<file path="src/rtl/core/swsg_pkg.sv">
// ----------------------------------------------------------------------------
// swsg_pkg
// Shared types and constants of the scan wall segmenter.
// ----------------------------------------------------------------------------
`default_nettype none

package swsg_pkg;

    // Configuration register indexes.
    localparam int CFG_IDX_W = 3;
    localparam logic [CFG_IDX_W-1:0] REG_BASE_GAP   = 3'd0;
    localparam logic [CFG_IDX_W-1:0] REG_GAP_SCALE  = 3'd1;
    localparam logic [CFG_IDX_W-1:0] REG_MIN_POINTS = 3'd2;
    localparam logic [CFG_IDX_W-1:0] REG_WALL_LEN   = 3'd3;
    localparam logic [CFG_IDX_W-1:0] REG_LINE_ERR   = 3'd4;

    localparam logic [15:0] RST_BASE_GAP   = 16'd100;
    localparam logic [15:0] RST_GAP_SCALE  = 16'd429;
    localparam logic [5:0]  RST_MIN_POINTS = 6'd5;
    localparam logic [15:0] RST_WALL_LEN   = 16'd350;
    localparam logic [15:0] RST_LINE_ERR   = 16'd50;

    localparam logic [11:0] WALL_MAX  = 12'd4095;
    localparam logic [11:0] WALL_INIT = 12'd1;

    // Sequential multiplier: 36 x 36 bits from four 18 x 18 partial products.
    localparam int MUL_HALF = 18;
    localparam int MUL_W    = 2 * MUL_HALF;
    localparam int PROD_W   = 2 * MUL_W;

    // Command queue between front and back.
    localparam int Q_DEPTH = 2;
    localparam int Q_AW    = $clog2(Q_DEPTH);

    typedef struct packed {
        logic [15:0] base_gap_mm;
        logic [15:0] gap_scale;
        logic [5:0]  min_wall_points;
        logic [15:0] wall_length_mm;
        logic [15:0] line_error_mm;
    } t_cfg;

    // One classified point: brk closes the open segment before the point is added.
    typedef struct packed {
        logic [15:0] x;
        logic [15:0] y;
        logic        brk;
        logic        eos;
    } t_cmd;

    typedef struct packed {
        logic [15:0] x;
        logic [15:0] y;
        logic [11:0] label;
    } t_entry;

endpackage

`default_nettype wire

</file>
<file path="src/rtl/core/swsg_queue.sv">
// ----------------------------------------------------------------------------
// swsg_queue
// Short command queue that decouples the front from the back.
// ----------------------------------------------------------------------------
`default_nettype none

module swsg_queue (
    input  wire logic           i_clk,
    input  wire logic           i_rst_n,
    input  wire logic           i_push,
    input  wire swsg_pkg::t_cmd i_data,
    output logic                o_full,
    output logic                o_valid,
    output swsg_pkg::t_cmd      o_data,
    input  wire logic           i_pop
);

    localparam int AW = swsg_pkg::Q_AW;

    swsg_pkg::t_cmd r_buf [swsg_pkg::Q_DEPTH];
    logic [AW-1:0]  r_wp;
    logic [AW-1:0]  r_rp;
    logic [AW:0]    r_cnt;

    always_ff @(posedge i_clk) begin
        if (!i_rst_n) begin
            r_wp  <= '0;
            r_rp  <= '0;
            r_cnt <= '0;
        end else begin
            if (i_push) r_wp <= r_wp + AW'(1);
            if (i_pop)  r_rp <= r_rp + AW'(1);
            case ({i_push, i_pop})
                2'b10:   r_cnt <= r_cnt + (AW+1)'(1);
                2'b01:   r_cnt <= r_cnt - (AW+1)'(1);
                default: r_cnt <= r_cnt;
            endcase
        end
    end

    always_ff @(posedge i_clk) begin
        if (i_push) r_buf[r_wp] <= i_data;
    end

    assign o_full  = (r_cnt == (AW+1)'(swsg_pkg::Q_DEPTH));
    assign o_valid = (r_cnt != '0);
    assign o_data  = r_buf[r_rp];

endmodule

`default_nettype wire

</file>
<file path="config.mk">
export PLATFORM = sky130hd
export DESIGN_NAME = swsg_queue
export DESIGN_NICKNAME = d
export VERILOG_FILES = /design/src/rtl/core/swsg_pkg.sv /design/src/rtl/core/swsg_queue.sv
export SDC_FILE = /design/constraint.sdc
export NUM_CORES = 1
export LEC_CHECK = 0
export BUFFER_PORTS_ARGS = -buffer_cell sky130_fd_sc_hd__buf_4
export CORE_MARGIN = 5
export CORE_UTILIZATION = 51
export DETAILED_ROUTE_END_ITERATION = 10
export GPL_TIMING_DRIVEN = 1
export HOLD_SLACK_MARGIN = 0.02
export PLACE_DENSITY = 0.75
export SYNTH_ARGS = -nofsm -noshare
export SYNTH_HDL_FRONTEND = slang
export SYNTH_SLANG_ARGS = --single-unit
</file>
<file path="constraint.sdc">
create_clock -name i_clk -period 3.5 [get_ports i_clk]
set_clock_uncertainty 0.15 [all_clocks]
set_input_delay 0.7 -clock i_clk [delete_from_list [all_inputs] [get_ports i_clk]]
set_output_delay 0.7 -clock i_clk [all_outputs]
set_load 0.1 [all_outputs]
</file>
**Word level (Yosys, flattened, before mapping)**

Memories as Yosys holds them, arrays and structs flattened. A register that Yosys moved wholly into a read port is not among the register bits.
Index checks and enable logic that the tools add are counted.

- Input port bits: 38
- Output and inout port bits: 36
- Memories: 1
- Memory bits (writable): 68
- Logic and storage cells: 18
- Register bits after elaboration: 4

Memories:

| name | words | width | rd ports | clocked after Yosys merged registers in | wr ports | line | RTL |
|---|---|---|---|---|---|---|---|
| r_buf | 2 | 34 | 1 | 1 | 1 | swsg_queue.sv:20 | `swsg_pkg::t_cmd r_buf [swsg_pkg::Q_DEPTH];` |

- Reductions and logical operators: 2
- Multiplexer cells: 5
- Eq/ne operators: 3
- Add/sub/neg operators: 4

Operators with widths:

| cell | number |
|---|---|
| equality test 2 bit, second input constant | 2 |
| two-way mux 1 bit | 4 |
| one-hot mux 2 bit (2 select lines) | 1 |
| nonzero test 2 bit | 2 |
| adder 1 bit, second input constant | 2 |
| adder 2 x 1 -> 2 bit, second input constant | 1 |
| equality test 2 x 1 -> 1 bit, second input constant | 1 |
| subtractor 2 x 1 -> 2 bit, second input constant | 1 |

**Logic depth before layout (Yosys ltp)**

- Word-level depth: 3
- Depth in mapped cells: 5

**Worst setup path before layout**

No wires, ideal clock.

- Path kind: input to register
- Start: in i_push
- End: mem r_buf[0][0] (netlist bit), enable pin
- Stages: 2
- Slack: 704 ps
- Library setup time: 427 ps
- Arrival time: 2219 ps
- Cells stage by stage: inv_1 nor2_1

- Cells in the longest elaborated chain, start to end: 2

Ends and longest elaborated chain:

| what | line | RTL |
|---|---|---|
| start, declared | swsg_queue.sv:10 | `input wire logic i_push,` |
| two-way mux 1 bit | swsg_queue.sv:42 | `if (i_push) r_buf[r_wp] <= i_data;` |
| two-way mux 1 bit (implied by the code) | swsg_queue.sv:42 |  |
| end, declared | swsg_queue.sv:20 |  |

No other way between the ends.

==> summary.txt <==
Run status
  • Outcome: completed

Routing
  • 1st-iter DRT viols: 43
  • Drt pass-1 iters: 4
  • Final ANT Viol Nets: 0
  • Final WL: 4880 um
  • Vias/cell: 4.82
  • Total number of vias: 1374
  • DRC violations left: 0
  • Wirelength per Cell: 17.1 um

Place
  • Post-DP Area: 0.00331 mm2
  • DP HPWL: 3330 um
  • Final Wtd Congestion: 0.763
  • Port bufs: 73

Die
  • Die area: 0.00677 mm2
  • Initial core utilization: 0.525
  • # rows: 26
  • I/O pins: 74
  • Std-Cell Core Area: 0.00507 mm2
  • Die width: 82.3 um
  • Die height: 82.3 um

Setup path
  • Startpoint Class: flip-flop
  • Worst setup path category: flip-flop to primary output
  • Arrival time at the worst endpoint: 1.84 ns
  • CP Capture Type: primary output
  • WP data required: 2.65 ns
  • Critical path fanouts, max: 24

Synthesis
  • Synthesized netlist cell count: 128
  • Synth Area in XOR/XNOR: 0.00986
  • Yosys warns: 0
  • Synth Area in Adders: 0.00470
  • Mapped Nets: 167
  • Cell Area, Synth: 0.00266 mm2
  • Compound-Gate Fraction of Synth Area: 0.00752
  • Multiplexer share of the synthesized area: 0.144
  • Seq cells post-synth: 73
  • Largest family of logic cells by synthesized area: multiplexers
  • Netlist cell types: 17
  • Seq/Total Area, Yosys: 0.804
  • Synth Area in Simple Gates: 0.0211
  • Syn avg cell area: 20.8 um2

Global routing
  • Pin count of the biggest net entering global routing: 36
  • Vias in the first global route: 1466
  • Total Routing Usage GR: 0.153
  • Initial antenna violation count: 0
  • First-pass GRT wire length: 7290 um
  • Total gr overflow: 0

Pwr
  • Static leakage: 1.34 nW
  • P per Cell Area: 655 mW/mm2
  • Total power: 2.32 mW
  • Max IR drop VDD: 0.000422 V

Clocking
  • CTS Buf Count: 9
  • Clk sinks: 73
  • Worst-path clk slew: 0.07 ns
  • Setup repair bufs after CTS: 0
  • CTS root buf: clkbuf_8
  • CTS H-Tree Depth: 3
  • Clock Latency Late Sink: 0.33 ns
  • CTS tree: yes
  • CTS-repair resized insts: 0
  • CTS Hold Buffers Added: 0
  • Buffer depth of the longest clock path: 2

Cells and area
  • Cell area after layout: 0.00355 mm2
  • Fillers: 356
  • Area grow syn2layout: 33.2%
  • Commonest non-fill, non-tap cell in the layout: buf_4
  • Most frequent cells in the layout: 74 x buf_4, 68 x edfxtp_1, 34 x mux2_2
  • Area occupied by multi-input gates: 505 um2
  • Share of cells above drive strength 1: 0.586
  • NumNets Final: 249
  • Final Core Density: 0.699
  • Diodes inserted: 0
  • Register area: 0.00214 mm2

STA
  • Tcrit/Tclk final: 0.767
  • Final Hold Fails: 0
  • Post-route setup TNS: 0 ns
  • Slew Limit Headroom: 0.330
  • Slew Limit Fails: 0
  • Slew @ Worst Pin: 1.00 ns
  • F_max: 372 MHz
  • Fin crit period: 2.69 ns
  • Finish-stage setup viols: 0
  • RSZ-0062 raised after global routing: no

Min path
  • HP Class: flip-flop to flip-flop

Job
  • Max-Cap Viols: 0
-- cells in the mapped netlist --
master | instances | area, um2
ha_1 | 1 | 12.5
o21ai_0 | 1 | 5.00
and2_1 | 4 | 25.0
a21boi_1 | 1 | 7.51
dfxtp_1 | 5 | 100
or3_1 | 1 | 6.26
nor2b_1 | 1 | 6.26
inv_1 | 1 | 3.75
xnor2_1 | 2 | 17.5
xor2_1 | 1 | 8.76
mux2_2 | 34 | 383
or2_2 | 1 | 6.26
and2b_2 | 1 | 8.76
nor2_1 | 1 | 3.75
buf_2 | 4 | 20.0
o21a_1 | 1 | 7.51
edfxtp_1 | 68 | 2040
-- cells by family (layout without fill, tap and decap cells) --
kind of cell,after synthesis,in the layout
flops,73,73
mux,34,34
simple gates,9,9
buf+inv,5,92
compound gates,3,3
xor+xnor,3,3
fa+ha+maj,1,1
-- flip-flops by register name (all words and copies together), names as in the netlist, named ones only --
signal	count
r_buf	68
r_cnt	2
r_rp	1
r_wp	1
-- path summary, 6_finish.rpt --
| path | slack (ns) | depth (start not counted) | to | from |
|---|---|---|---|---|
| worst max-delay path | 0.81 | 3 | o_data[25] | flip-flop |
| worst min register to register | 0.35 | 2 | r_cnt[1] | r_cnt[1] |
| worst min-delay path | 0.35 | 2 | r_cnt[1] | r_cnt[1] |
| worst max register to register | 1.61 | 2 | r_buf[1][26] | r_wp |
-- worst max-delay path, cell delays in order (launching register included) --
cell and delay (ns):
dfxtp_1 0.65, buf_12 0.25, mux2_2 0.36, buf_4 0.23
-- area by class of cell --
cell class | instances | area share
Multi-Input combinational cell | 50 | 0.142
Timing Repair Buffer | 75 | 0.162
Inverter | 1 | 0.00106
Clock buffer | 10 | 0.0360
Sequential cell | 73 | 0.604
Clock inverter | 6 | 0.0300
Tap cell | 70 | 0.0247
-- through the flow --
step,hold WS (ns),setup slack [ns],instances
4_1_cts,0.350,0.782,285
6_report,0.347,0.814,285
5_1_grt,0.377,0.727,285
3_3_place_gp,0.325,1.18,269
3_5_place_dp,0.341,1.14,269
2_1_floorplan,0.311,0.704,128
-- power breakdown --
part / internal [mW] / total (mW) / switching (mW) / leakage, nW
registers: 1.01 / 1.02 / 0.0180 / 0.680
logic: 0.139 / 0.544 / 0.405 / 0.548
clock network: 0.470 / 0.756 / 0.286 / 0.114
total: 1.61 / 2.32 / 0.709 / 1.34
-- routing by layer --
| metal | vias up | wire [um] | track usage |
|---|---|---|---|
| met5 | - | 0 | 0 |
| met4 | 0 | 82 | 0.0897 |
| met1 | 672 | 1790 | 0.167 |
| met2 | 41 | 2800 | 0.269 |
| li1 | 654 | - | - |
| met3 | 7 | 200 | 0.0369 |
Power figures use the tool's default switching activity.
