[config.mk]
export PLATFORM = sky130hd
export DESIGN_NAME = swsg_front_flat
export DESIGN_NICKNAME = d
export VERILOG_FILES = /design/src/rtl/core/swsg_pkg.sv /design/src/rtl/core/swsg_if.sv /design/src/rtl/core/swsg_mul.sv /design/src/rtl/core/swsg_front.sv /design/src/flat_wrapper.sv
export SDC_FILE = /design/constraint.sdc
export NUM_CORES = 2
export LEC_CHECK = 0
export ABC_AREA = 1
export ABC_CLOCK_PERIOD_IN_PS = 10550
export BUFFER_PORTS_ARGS = -buffer_cell sky130_fd_sc_hd__buf_4
export CORE_ASPECT_RATIO = 0.8
export CORE_MARGIN = 2
export CORE_UTILIZATION = 40
export CTS_CLUSTER_SIZE = 24
export DETAILED_ROUTE_END_ITERATION = 8
export GPL_TIMING_DRIVEN = 1
export PLACE_DENSITY_LB_ADDON = 0.05
export SETUP_SLACK_MARGIN = 0.3
export SYNTH_ARGS = -nofsm -noshare
export SYNTH_HDL_FRONTEND = slang
export SYNTH_SLANG_ARGS = --single-unit
[constraint.sdc]
create_clock -name i_clk -period 10.55 [get_ports i_clk]
set_input_delay 1.055 -clock i_clk [delete_from_list [all_inputs] [get_ports i_clk]]
set_output_delay 1.055 -clock i_clk [all_outputs]
set_load 0.01 [all_outputs]
[src/rtl/core/swsg_pkg.sv]
// ----------------------------------------------------------------------------
// swsg_pkg
// Shared types and constants of the scan wall segmenter.
// ----------------------------------------------------------------------------
`default_nettype none

package swsg_pkg;

    // Configuration register indexes.
    localparam int CFG_IDX_W = 3;
    localparam logic [CFG_IDX_W-1:0] REG_BASE_GAP   = 3'd0;
    localparam logic [CFG_IDX_W-1:0] REG_GAP_SCALE  = 3'd1;
    localparam logic [CFG_IDX_W-1:0] REG_MIN_POINTS = 3'd2;
    localparam logic [CFG_IDX_W-1:0] REG_WALL_LEN   = 3'd3;
    localparam logic [CFG_IDX_W-1:0] REG_LINE_ERR   = 3'd4;

    localparam logic [15:0] RST_BASE_GAP   = 16'd100;
    localparam logic [15:0] RST_GAP_SCALE  = 16'd429;
    localparam logic [5:0]  RST_MIN_POINTS = 6'd5;
    localparam logic [15:0] RST_WALL_LEN   = 16'd350;
    localparam logic [15:0] RST_LINE_ERR   = 16'd50;

    localparam logic [11:0] WALL_MAX  = 12'd4095;
    localparam logic [11:0] WALL_INIT = 12'd1;

    // Sequential multiplier: 36 x 36 bits from four 18 x 18 partial products.
    localparam int MUL_HALF = 18;
    localparam int MUL_W    = 2 * MUL_HALF;
    localparam int PROD_W   = 2 * MUL_W;

    // Command queue between front and back.
    localparam int Q_DEPTH = 2;
    localparam int Q_AW    = $clog2(Q_DEPTH);

    typedef struct packed {
        logic [15:0] base_gap_mm;
        logic [15:0] gap_scale;
        logic [5:0]  min_wall_points;
        logic [15:0] wall_length_mm;
        logic [15:0] line_error_mm;
    } t_cfg;

    // One classified point: brk closes the open segment before the point is added.
    typedef struct packed {
        logic [15:0] x;
        logic [15:0] y;
        logic        brk;
        logic        eos;
    } t_cmd;

    typedef struct packed {
        logic [15:0] x;
        logic [15:0] y;
        logic [11:0] label;
    } t_entry;

endpackage

`default_nettype wire

[src/rtl/core/swsg_if.sv]
// ----------------------------------------------------------------------------
// swsg_if
// Valid/ready channels of the scan wall segmenter: points, results, config.
// ----------------------------------------------------------------------------
`default_nettype none

interface swsg_point_if;
    logic               valid;
    logic               ready;
    logic signed [15:0] point_x;
    logic signed [15:0] point_y;
    logic        [15:0] point_range;
    logic               end_of_scan;
    modport source (output valid, point_x, point_y, point_range, end_of_scan, input ready);
    modport sink   (input valid, point_x, point_y, point_range, end_of_scan, output ready);
endinterface


`default_nettype wire

[src/rtl/core/swsg_mul.sv]
// ----------------------------------------------------------------------------
// swsg_mul
// Unsigned 36 x 36 multiplier, one 18 x 18 partial product per cycle.
// ----------------------------------------------------------------------------
`default_nettype none

module swsg_mul (
    input  wire logic                        i_clk,
    input  wire logic                        i_rst_n,
    input  wire logic                        i_start,
    input  wire logic [swsg_pkg::MUL_W-1:0]  i_a,
    input  wire logic [swsg_pkg::MUL_W-1:0]  i_b,
    output logic                             o_done,
    output logic      [swsg_pkg::PROD_W-1:0] o_prod
);

    localparam int H = swsg_pkg::MUL_HALF;

    logic [swsg_pkg::MUL_W-1:0]  r_a;
    logic [swsg_pkg::MUL_W-1:0]  r_b;
    logic [swsg_pkg::PROD_W-1:0] r_acc;
    logic [1:0]                  r_k;
    logic                        r_busy;
    logic                        r_done;

    logic [H-1:0]                w_ap;
    logic [H-1:0]                w_bp;
    logic [2*H-1:0]              w_pp;
    logic [1:0]                  w_sh;
    logic [swsg_pkg::PROD_W-1:0] w_term;

    assign w_ap = r_k[0] ? r_a[2*H-1:H] : r_a[H-1:0];
    assign w_bp = r_k[1] ? r_b[2*H-1:H] : r_b[H-1:0];
    assign w_pp = w_ap * w_bp;
    assign w_sh = {1'b0, r_k[0]} + {1'b0, r_k[1]};

    always_comb begin
        case (w_sh)
            2'd0:    w_term = {{(2*H){1'b0}}, w_pp};
            2'd1:    w_term = {{H{1'b0}}, w_pp, {H{1'b0}}};
            2'd2:    w_term = {w_pp, {(2*H){1'b0}}};
            default: w_term = '0;
        endcase
    end

    always_ff @(posedge i_clk) begin
        if (!i_rst_n) begin
            r_busy <= 1'b0;
            r_done <= 1'b0;
            r_k    <= 2'd0;
        end else if (i_start) begin
            r_busy <= 1'b1;
            r_done <= 1'b0;
            r_k    <= 2'd0;
        end else if (r_busy) begin
            r_k <= r_k + 2'd1;
            if (r_k == 2'd3) begin
                r_busy <= 1'b0;
                r_done <= 1'b1;
            end
        end else begin
            r_done <= 1'b0;
        end
    end

    always_ff @(posedge i_clk) begin
        if (i_start) begin
            r_a   <= i_a;
            r_b   <= i_b;
            r_acc <= '0;
        end else if (r_busy) begin
            r_acc <= r_acc + w_term;
        end
    end

    assign o_done = r_done;
    assign o_prod = r_acc;

endmodule

`default_nettype wire

[src/rtl/core/swsg_front.sv]
// ----------------------------------------------------------------------------
// swsg_front
// Accepts points and decides whether each one joins the open segment.
// ----------------------------------------------------------------------------
`default_nettype none

module swsg_front #(
    parameter int MAX_SEGMENT_POINTS = 32
) (
    input  wire logic           i_clk,
    input  wire logic           i_rst_n,
    input  wire swsg_pkg::t_cfg i_cfg,
    swsg_point_if.sink          i_point,
    output logic                o_push,
    output swsg_pkg::t_cmd      o_cmd,
    input  wire logic           i_full
);

    localparam int CW = $clog2(MAX_SEGMENT_POINTS + 1);

    typedef enum logic [5:0] {
        F_IDLE = 6'b000001,
        F_THR  = 6'b000010,
        F_GX   = 6'b000100,
        F_GY   = 6'b001000,
        F_WAIT = 6'b010000,
        F_PUSH = 6'b100000
    } t_fstate;

    t_fstate             r_state;
    logic                r_open;
    logic [CW-1:0]       r_count;
    logic [15:0]         r_px;
    logic [15:0]         r_py;
    logic [15:0]         r_pr;
    logic [15:0]         r_x;
    logic [15:0]         r_y;
    logic [15:0]         r_r;
    logic                r_eos;
    logic                r_brk;
    logic signed [16:0]  r_dx;
    logic signed [16:0]  r_dy;
    logic [33:0]         r_t17;
    logic [33:0]         r_gsq;

    logic                        w_acc;
    logic [16:0]                 w_dx;
    logic [16:0]                 w_dy;
    logic [16:0]                 w_rsum;
    logic [32:0]                 w_scaled;
    logic signed [16:0]          w_sqin;
    logic signed [33:0]          w_sq;
    logic                        w_mdone;
    logic [swsg_pkg::PROD_W-1:0] w_prod;
    logic [swsg_pkg::PROD_W-1:0] w_lhs;

    assign w_acc    = i_point.valid && i_point.ready;
    assign w_dx     = {r_x[15], r_x} - {r_px[15], r_px};
    assign w_dy     = {r_y[15], r_y} - {r_py[15], r_py};
    assign w_rsum   = {1'b0, r_pr} + {1'b0, r_r};
    assign w_scaled = w_rsum * i_cfg.gap_scale;
    assign w_sqin   = (r_state == F_GX) ? r_dx : r_dy;
    assign w_sq     = w_sqin * w_sqin;
    // Compare gap squared against the Q.17 threshold squared, both scaled to 2^34.
    assign w_lhs    = {4'b0, r_gsq, 34'b0};

    swsg_mul u_mul (
        .i_clk   (i_clk),
        .i_rst_n (i_rst_n),
        .i_start (r_state == F_GX),
        .i_a     ({2'b0, r_t17}),
        .i_b     ({2'b0, r_t17}),
        .o_done  (w_mdone),
        .o_prod  (w_prod)
    );

    always_ff @(posedge i_clk) begin
        if (!i_rst_n) begin
            r_state <= F_IDLE;
            r_open  <= 1'b0;
            r_count <= '0;
            r_px    <= '0;
            r_py    <= '0;
            r_pr    <= '0;
        end else begin
            case (r_state)
                F_IDLE: begin
                    if (w_acc) begin
                        if (!r_open || r_count >= CW'(MAX_SEGMENT_POINTS)) r_state <= F_PUSH;
                        else r_state <= F_THR;
                    end
                end
                F_THR:  r_state <= F_GX;
                F_GX:   r_state <= F_GY;
                F_GY:   r_state <= F_WAIT;
                F_WAIT: if (w_mdone) r_state <= F_PUSH;
                F_PUSH: begin
                    if (!i_full) begin
                        r_state <= F_IDLE;
                        r_px    <= r_x;
                        r_py    <= r_y;
                        r_pr    <= r_r;
                        if (r_eos) begin
                            r_open  <= 1'b0;
                            r_count <= '0;
                        end else if (r_brk || !r_open) begin
                            r_open  <= 1'b1;
                            r_count <= CW'(1);
                        end else begin
                            r_count <= r_count + CW'(1);
                        end
                    end
                end
                default: r_state <= F_IDLE;
            endcase
        end
    end

    always_ff @(posedge i_clk) begin
        case (r_state)
            F_IDLE: begin
                if (w_acc) begin
                    r_x   <= i_point.point_x;
                    r_y   <= i_point.point_y;
                    r_r   <= i_point.point_range;
                    r_eos <= i_point.end_of_scan;
                    r_brk <= r_open;
                end
            end
            F_THR: begin
                r_dx  <= $signed(w_dx);
                r_dy  <= $signed(w_dy);
                r_t17 <= {1'b0, i_cfg.base_gap_mm, 17'b0} + {1'b0, w_scaled};
            end
            F_GX:   r_gsq <= $unsigned(w_sq);
            F_GY:   r_gsq <= r_gsq + $unsigned(w_sq);
            F_WAIT: if (w_mdone) r_brk <= !(w_lhs < w_prod);
            default: ;
        endcase
    end

    assign i_point.ready = (r_state == F_IDLE);
    assign o_push        = (r_state == F_PUSH) && !i_full;
    assign o_cmd         = '{x: r_x, y: r_y, brk: r_brk, eos: r_eos};

endmodule

`default_nettype wire

[src/flat_wrapper.sv]
// flat-port wrapper written by rule: the top's interface ports become plain ports
module swsg_front_flat 
#(
    parameter int MAX_SEGMENT_POINTS = 32
)
  (i_clk, i_rst_n, i_cfg, o_push, o_cmd, i_full, i_point_valid, i_point_point_x, i_point_point_y, i_point_point_range, i_point_end_of_scan, i_point_ready);
  swsg_point_if i_point_i ();
  input  wire logic i_clk;
  input  wire logic i_rst_n;
  input  wire swsg_pkg::t_cfg i_cfg;
  output logic o_push;
  output swsg_pkg::t_cmd o_cmd;
  input  wire logic i_full;
  input wire logic [$bits(i_point_i.valid)-1:0] i_point_valid;
  input wire logic [$bits(i_point_i.point_x)-1:0] i_point_point_x;
  input wire logic [$bits(i_point_i.point_y)-1:0] i_point_point_y;
  input wire logic [$bits(i_point_i.point_range)-1:0] i_point_point_range;
  input wire logic [$bits(i_point_i.end_of_scan)-1:0] i_point_end_of_scan;
  output wire logic [$bits(i_point_i.ready)-1:0] i_point_ready;
  assign i_point_i.valid = i_point_valid;
  assign i_point_i.point_x = i_point_point_x;
  assign i_point_i.point_y = i_point_point_y;
  assign i_point_i.point_range = i_point_point_range;
  assign i_point_i.end_of_scan = i_point_end_of_scan;
  assign i_point_ready = i_point_i.ready;
  swsg_front #(.MAX_SEGMENT_POINTS(MAX_SEGMENT_POINTS)) u_core (.i_clk(i_clk), .i_rst_n(i_rst_n), .i_cfg(i_cfg), .i_point(i_point_i), .o_push(o_push), .o_cmd(o_cmd), .i_full(i_full));
endmodule
# After elaboration in Yosys (flattened, before gate mapping)
# Cells that the tools add are included.
[word_totals]
register_bits = 323
output_inout_bits = 36
[op_classes]
addsub = 9
n_mul = 3
order_cmp = 2
eq_ne = 12
muxes = 20
bitwise_logic = 3
n_reduce_logical = 18
[ops]
columns = ["cell", "n"]
rows = [
  ["case mux 72 bit (3 select lines)", 1],
  ["adder 72 bit", 1],
  ["< comparator 68 x 72 -> 1 bit", 1],
  ["case mux 34 bit (2 select lines)", 1],
  ["multiplier 18 x 18 -> 36 bit", 1],
  ["two-way mux 18 bit", 2],
  ["two-way mux 6 bit", 6],
  ["case mux 6 bit (6 select lines)", 1],
  ["adder 33 x 33 -> 34 bit", 1],
  ["adder 34 bit", 1],
  ["multiplier 17 x 17 -> 34 bit", 1],
  ["subtractor 16 x 16 -> 17 bit", 2],
  ["multiplier 17 x 16 -> 33 bit", 1],
  ["adder 16 x 16 -> 17 bit", 1],
  ["two-way mux 17 bit", 1],
  ["AND reduction 3 bit", 3],
  ["two-way mux 1 bit", 7],
  ["adder 6 x 1 -> 6 bit, second input constant", 1],
  ["equality test 6 x 1 -> 1 bit, second input constant", 1],
  ["equality test 6 x 2 -> 1 bit, second input constant", 1],
  ["equality test 6 x 3 -> 1 bit, second input constant", 1],
  ["equality test 6 x 4 -> 1 bit, second input constant", 1],
  ["equality test 6 x 5 -> 1 bit, second input constant", 1],
  ["equality test 6 bit, second input constant", 1],
  ["other kinds (16)", 28],
]

# Longest topological paths before layout
[depth]
depth_word = 5
mapped_depth = 50
depth_no_buf = 48

# By module
# A second synthesis with hierarchy kept.
[unflattened]
cells_unflattened = 7220
area_unflattened_um2 = 55540.8
[by_module_without_submodules]
columns = ["mod", "instances", "cells_per_inst", "area_per_inst_um2", "seq_area_each_um2"]
rows = [
  ["swsg_front", 1, 4075, 33236.9, 5785.5],
  ["swsg_mul", 1, 3145, 22303.9, 3683.5],
]

# Worst setup path before layout
# Ideal clock, no wire load.
[synth_timing]
path_type = "reg2reg"
start = "register u_core.r_state[0]"
end = "register u_core.r_gsq[33], data pin"
arrival_ns = 8.886
t_required_ns = 10.297
path_slack_ns = 1.411
path_stages_with_launch = 42
path_buffers = 2
period_less_slack_ns = 9.139
path_cell_list = "dfxtp_1 -> nor2_2 -> inv_2 -> nor4_4 -> inv_2 -> buf_6 -> o21ai_4 -> inv_2 -> buf_6 -> nor2_2 -> inv_1 -> fa_1 -> inv_1 -> fa_1 -> fa_1 -> fa_1 -> inv_1 -> fa_1 -> (+6 left out) -> nand3b_1 -> nand2_1 -> inv_1 -> o21bai_1 -> nand3_1 -> and2_1 -> ha_1 -> nand2_1 -> inv_1 -> a21oi_1 -> o21ai_0 -> a21oi_1 -> nand3_1 -> or2_2 -> nand3_1 -> nand2_1 -> inv_1 -> nor2_1"
[synth_via]
elab_chain_len = 5
[synth_rtl]
columns = ["element", "line", "rtl"]
rows = [
  ["from (decl)", "swsg_front.sv:30", "t_fstate r_state;"],
  ["from (signal assigned)", "swsg_front.sv:79", "r_state <= F_IDLE;"],
  ["from (signal assigned)", "swsg_front.sv:89", "if (!r_open || r_count >= CW'(MAX_SEGMENT_POINTS)) r_state <= F_PUSH;"],
  ["from (signal assigned)", "swsg_front.sv:90", "else r_state <= F_THR;"],
  ["equality test 6 x 3 -> 1 bit", "swsg_front.sv:62, swsg_front.sv:120", ""],
  ["two-way mux 17 bit", "swsg_front.sv:62", "assign w_sqin = (r_state == F_GX) ? r_dx : r_dy;"],
  ["multiplier 17 x 17 -> 34 bit", "swsg_front.sv:63", "assign w_sq = w_sqin * w_sqin;"],
  ["adder 34 bit", "swsg_front.sv:136", "F_GY: r_gsq <= r_gsq + $unsigned(w_sq);"],
  ["case mux 34 bit (2 select lines) (*)", "swsg_front.sv:120", "case (r_state)"],
  ["to (signal assigned)", "swsg_front.sv:135", "F_GX: r_gsq <= $unsigned(w_sq);"],
  ["to (signal assigned)", "swsg_front.sv:136", ""],
  ["to (decl)", "swsg_front.sv:44", "logic [33:0] r_gsq;"],
]
# Mark *: on every way between the ends. The rest lies on a longest branch, timed or not.
# A chain may end at the register's enable or synchronous reset.

# Worst setup path in the final report
[layout_timing]
start = "register u_core.u_mul.r_k[0]"
end = "register u_core.u_mul.r_acc (netlist bit u_core.u_mul.o_prod[61])"
[layout_via]
elab_chain_len = 4
[layout_rtl]
columns = ["element", "line", "rtl"]
rows = [
  ["from (decl)", "swsg_mul.sv:22", "logic [1:0] r_k;"],
  ["from (signal assigned)", "swsg_mul.sv:56", "r_k <= r_k + 2'd1;"],
  ["two-way mux 18 bit / adder 1 x 1 -> 2 bit (equally long branches)", "swsg_mul.sv:32, swsg_mul.sv:35", ""],
  ["multiplier 18 x 18 -> 36 bit (tied with other cells)", "swsg_mul.sv:34", "assign w_pp = w_ap * w_bp;"],
  ["case mux 72 bit (3 select lines) (*)", "swsg_mul.sv:38", "case (w_sh)"],
  ["adder 72 bit (*)", "swsg_mul.sv:72", "r_acc <= r_acc + w_term;"],
  ["to (signal assigned)", "swsg_mul.sv:72", ""],
  ["to (decl)", "swsg_mul.sv:21", "logic [swsg_pkg::PROD_W-1:0] r_acc;"],
]
# Marks and branches as above.

==> flow_metrics.env <==
export IMPL_status="finished clean"
export IMPL_crit_path_end_kind="flip-flop"
export IMPL_die_y_microns=330
export IMPL_clk_transition_reported_paths_ns=0.06
export IMPL_irDropWorstVdd_mv=0.738
export IMPL_final_cell_mix="inv_1 (1604), nand2_1 (1285), fa_1 (754)"
export IMPL_synth_top_area_frac=0.283
export IMPL_cts_buffers=42
export IMPL_min_from="u_core.r_t17[6]$_DFFE_PP_"
export IMPL_drtAntennaViolNets=0
export IMPL_comb_power_share=0.795
export IMPL_drv_slew=0
export IMPL_clkPwrFrac=0.081
export IMPL_worst_slew_pin_slew_ns=1.03
export IMPL_startpoint_type="flip-flop"
export IMPL_drtIter0Drc=3384
export IMPL_synth_top_area_cell="fa_1"
export IMPL_p_total_mw=18.0
export IMPL_syn2layout_area_growth_pct=10.3
export IMPL_hold_viol_final=0
export IMPL_clk_latency_ns=0.63
export IMPL_r2r_start="u_core.u_mul.r_k[0]$_SDFFE_PP0P_"
export IMPL_crit_fanout=20
export IMPL_holdBufCountCts=0
export IMPL_synth_top_family_by_area="adder cells"
export IMPL_nFillCells=13800
export IMPL_reg2reg_slack_ns=0.94
export IMPL_crit_type="flip-flop to flip-flop"
export IMPL_setup_viol=0
export IMPL_die_area_sq_um=136000
export IMPL_syn_area_sq_um=53300
export IMPL_nets=8525
export IMPL_grt_antenna_before_repair=2
export IMPL_r2r_end="u_core.u_mul.o_prod[61]$_SDFFE_PP0P_"
export IMPL_grt_pass1_wl_microns=263000
export IMPL_synthXorXnorAreaFrac=0.0257
export IMPL_track_usage=0.251
export IMPL_rsz0062_at_grt="no"
export IMPL_synth_avg_cell_area_sq_um=7.69
export IMPL_synth_edf_count=186
export IMPL_r2r_worst_path_cells=39
export IMPL_dieWidth_microns=412
export IMPL_io_pins=159
export IMPL_start_util=0.404
export IMPL_synth_net_count=8305
export IMPL_sequentialPowerShare=0.124
export IMPL_setup_tns_ns=0
export IMPL_cp_slowest_cell="dfxtp_1"
export IMPL_via_count=44400
export IMPL_routed_wl_microns=169000
export IMPL_relSlewSlack=0.315
export IMPL_rows=119
export IMPL_synth_compound_area_frac=0.0990
export IMPL_synth_area_top_cells="fa_1 (28%), ha_1 (12%), inv_1 (11%)"
export IMPL_drive_gt1_frac=0.0724
export IMPL_power_per_cell_area_nw_per_um2=307
export IMPL_drc=0
export IMPL_yosysWarnings=0
export IMPL_finClkSkew_ns=0.0385
export IMPL_synth_seq_cells=323
export IMPL_grt_overflow_total=0
export IMPL_cts_tree="yes"
export IMPL_slowest_delay_ns=0.74
export IMPL_min_period_ns=9.61
export IMPL_async_reset_ff_frac=0
export IMPL_place_hpwl_microns=144000
export IMPL_hold_end="u_core.u_mul.r_a[6]$_DFFE_PP_"
export IMPL_core_area_sq_um=132000
export IMPL_crit_top_cell="inv_1"
export IMPL_swShare=0.555
export IMPL_whs_path_depth=0
export IMPL_cts_setup_buffers=0
export IMPL_syn_instance_count=6928
export IMPL_synthAdderAreaFrac=0.401
export IMPL_vias_per_cell=4.97
export IMPL_hp_class="flip-flop to flip-flop"
export IMPL_cts_root_buf="clkbuf_16"
export IMPL_htreeDepth=2
export IMPL_yosys_cell_types_count=54
export IMPL_synthMuxAreaShare=0
export IMPL_grt_max_degree=77
export IMPL_cts_path_max_buffers=3
export IMPL_synth_simple_area_share=0.189
export IMPL_gp_congestion=0.978
export IMPL_period_share=0.911
export IMPL_power_switching_mw=10.0
export IMPL_worst_hold_slack_ns=0.409
export IMPL_yosysSeqAreaShare=0.156
export IMPL_max_cap_violations=0
export IMPL_critPathArrivalTime_ns=10.12
export IMPL_n_antenna_cell=0
export IMPL_numClockSinks=323
export IMPL_cts_resized=0
export IMPL_p_leak_nw=29.8
export IMPL_fmax_mhz=104
export IMPL_final_common_cell="inv_1"
export IMPL_io_buffers=120
export IMPL_dr_pass1_iters=5
export IMPL_internal_power_mw=8.01
export IMPL_required_ns=11.07
export IMPL_wl_per_cell_microns=18.9
export IMPL_grt_pass1_vias=44500
export IMPL_ys_flop_type="edfxtp_1"
critical path: cells and delay by family (launching register included):
kind	cells	cell delay (ns)
buffers and inverters	9	1.39
and+or+nand+nor	16	2.47
DFF	1	0.74
AOI/OAI and AO/OA	6	1.29
adders and majority gates	8	3.63
metal layers:
metal / vias to the layer above / share of wire / GRT usage
met3: 114 / 0.055 / 0.0300
li1: 21800 / - / -
met2: 1068 / 0.42 / 0.381
met4: 4 / 0.011 / 0.0326
met5: - / 0.00016 / 0
met1: 21500 / 0.51 / 0.390
synthesized netlist by cell type, types with 3 or more instances:
cell / n
a21boi_0: 9
inv_2: 17
nor2_1: 744
buf_6: 8
nand2_1: 1285
fa_1: 754
o31ai_1: 5
o21ai_0: 318
a221oi_1: 9
nor2_4: 9
a21o_1: 26
nor2_2: 22
a31oi_1: 16
o21ai_1: 28
or2_2: 34
nand3b_1: 11
ha_1: 500
buf_1: 5
o21ai_2: 9
and2_1: 8
dfxtp_1: 137
edfxtp_1: 186
nand4_1: 39
and3_1: 4
o22ai_1: 28
clkinv_1: 15
nand2b_1: 3
buf_4: 9
a21oi_1: 371
inv_1: 1604
o211ai_1: 14
nand3_1: 233
o21a_1: 9
o21ai_4: 8
nor3_1: 48
o221ai_1: 8
nor4_1: 16
xor2_1: 101
clkbuf_1: 121
buf_2: 15
xnor2_1: 55
o21bai_1: 69
state kept, by name, indices dropped and copies added (netlist names), 17 cells and up:
signal / cells
u_core.r_gsq: 34
u_core.u_mul.r_a: 34
u_core.r_t17: 34
u_core.r_dy: 17
u_core.u_mul.o_prod: 72
u_core.r_dx: 17
stage by stage:
stage                     instances   util  area, sq um  worst slack, ns
after detailed placement       8858  0.434        57300             1.09
final                          8936  0.445        58700            0.941
after global routing           8936  0.445        58700            0.342
after floorplan                6928      -        53300             1.41
after CTS                      8936  0.445        58700             1.06
after global placement         8858  0.434        57300             1.08
logic make-up (layout without fill, tap and decap cells):
group	after synthesis	count (layout)
AND/OR/NAND/NOR	2466	2466
AO/OA/AOI/OAI	934	934
buffers and inverters	1795	2049
flip-flops	323	323
adder cells (fa/ha/maj)	1254	1254
XOR/XNOR	156	156
layout make-up:
class | count | area [sq um] | share of cell area
Inverter | 1637 | 6150 | 0.105
Tap cell | 1754 | 2190 | 0.0374
Sequential cell | 323 | 8330 | 0.142
Timing Repair Buffer | 334 | 2510 | 0.0427
Clock inverter | 23 | 260 | 0.00443
Clock buffer | 55 | 1160 | 0.0198
Multi-Input combinational cell | 4810 | 38100 | 0.649
power by group through the flow:
| stage | Sequential (mW) | Clock (mW) | Combinational [mW] |
|---|---|---|---|
| after global routing | 2.25 | 1.57 | 16.2 |
| after global placement | 2.26 | 0 | 14.3 |
| after CTS | 2.23 | 1.52 | 14.3 |
| after detailed placement | 2.25 | 0 | 14.3 |
| after floorplan | 2.21 | 0 | 9.95 |
| final | 2.23 | 1.47 | 14.3 |
how the worst max path moves through the flow:
stage	start	to	slack, ns
4_1_cts	u_core.r_state[0]$_SDFFE_PN1P_	u_core.r_gsq[33]$_DFFE_PP_	1.06
3_3_place_gp	u_core.r_state[4]$_SDFFE_PN0P_	u_core.r_gsq[33]$_DFFE_PP_	1.08
2_1_floorplan	u_core.r_state[0]$_SDFFE_PN1P_	u_core.r_gsq[33]$_DFFE_PP_	1.41
6_report	u_core.u_mul.r_k[0]$_SDFFE_PP0P_	u_core.u_mul.o_prod[61]$_SDFFE_PP0P_	0.94
3_5_place_dp	u_core.r_state[4]$_SDFFE_PN0P_	u_core.r_gsq[33]$_DFFE_PP_	1.09
5_1_grt	u_core.u_mul.r_k[0]$_SDFFE_PP0P_	u_core.u_mul.o_prod[61]$_SDFFE_PP0P_	0.34
Power figures use the tool's default switching activity.
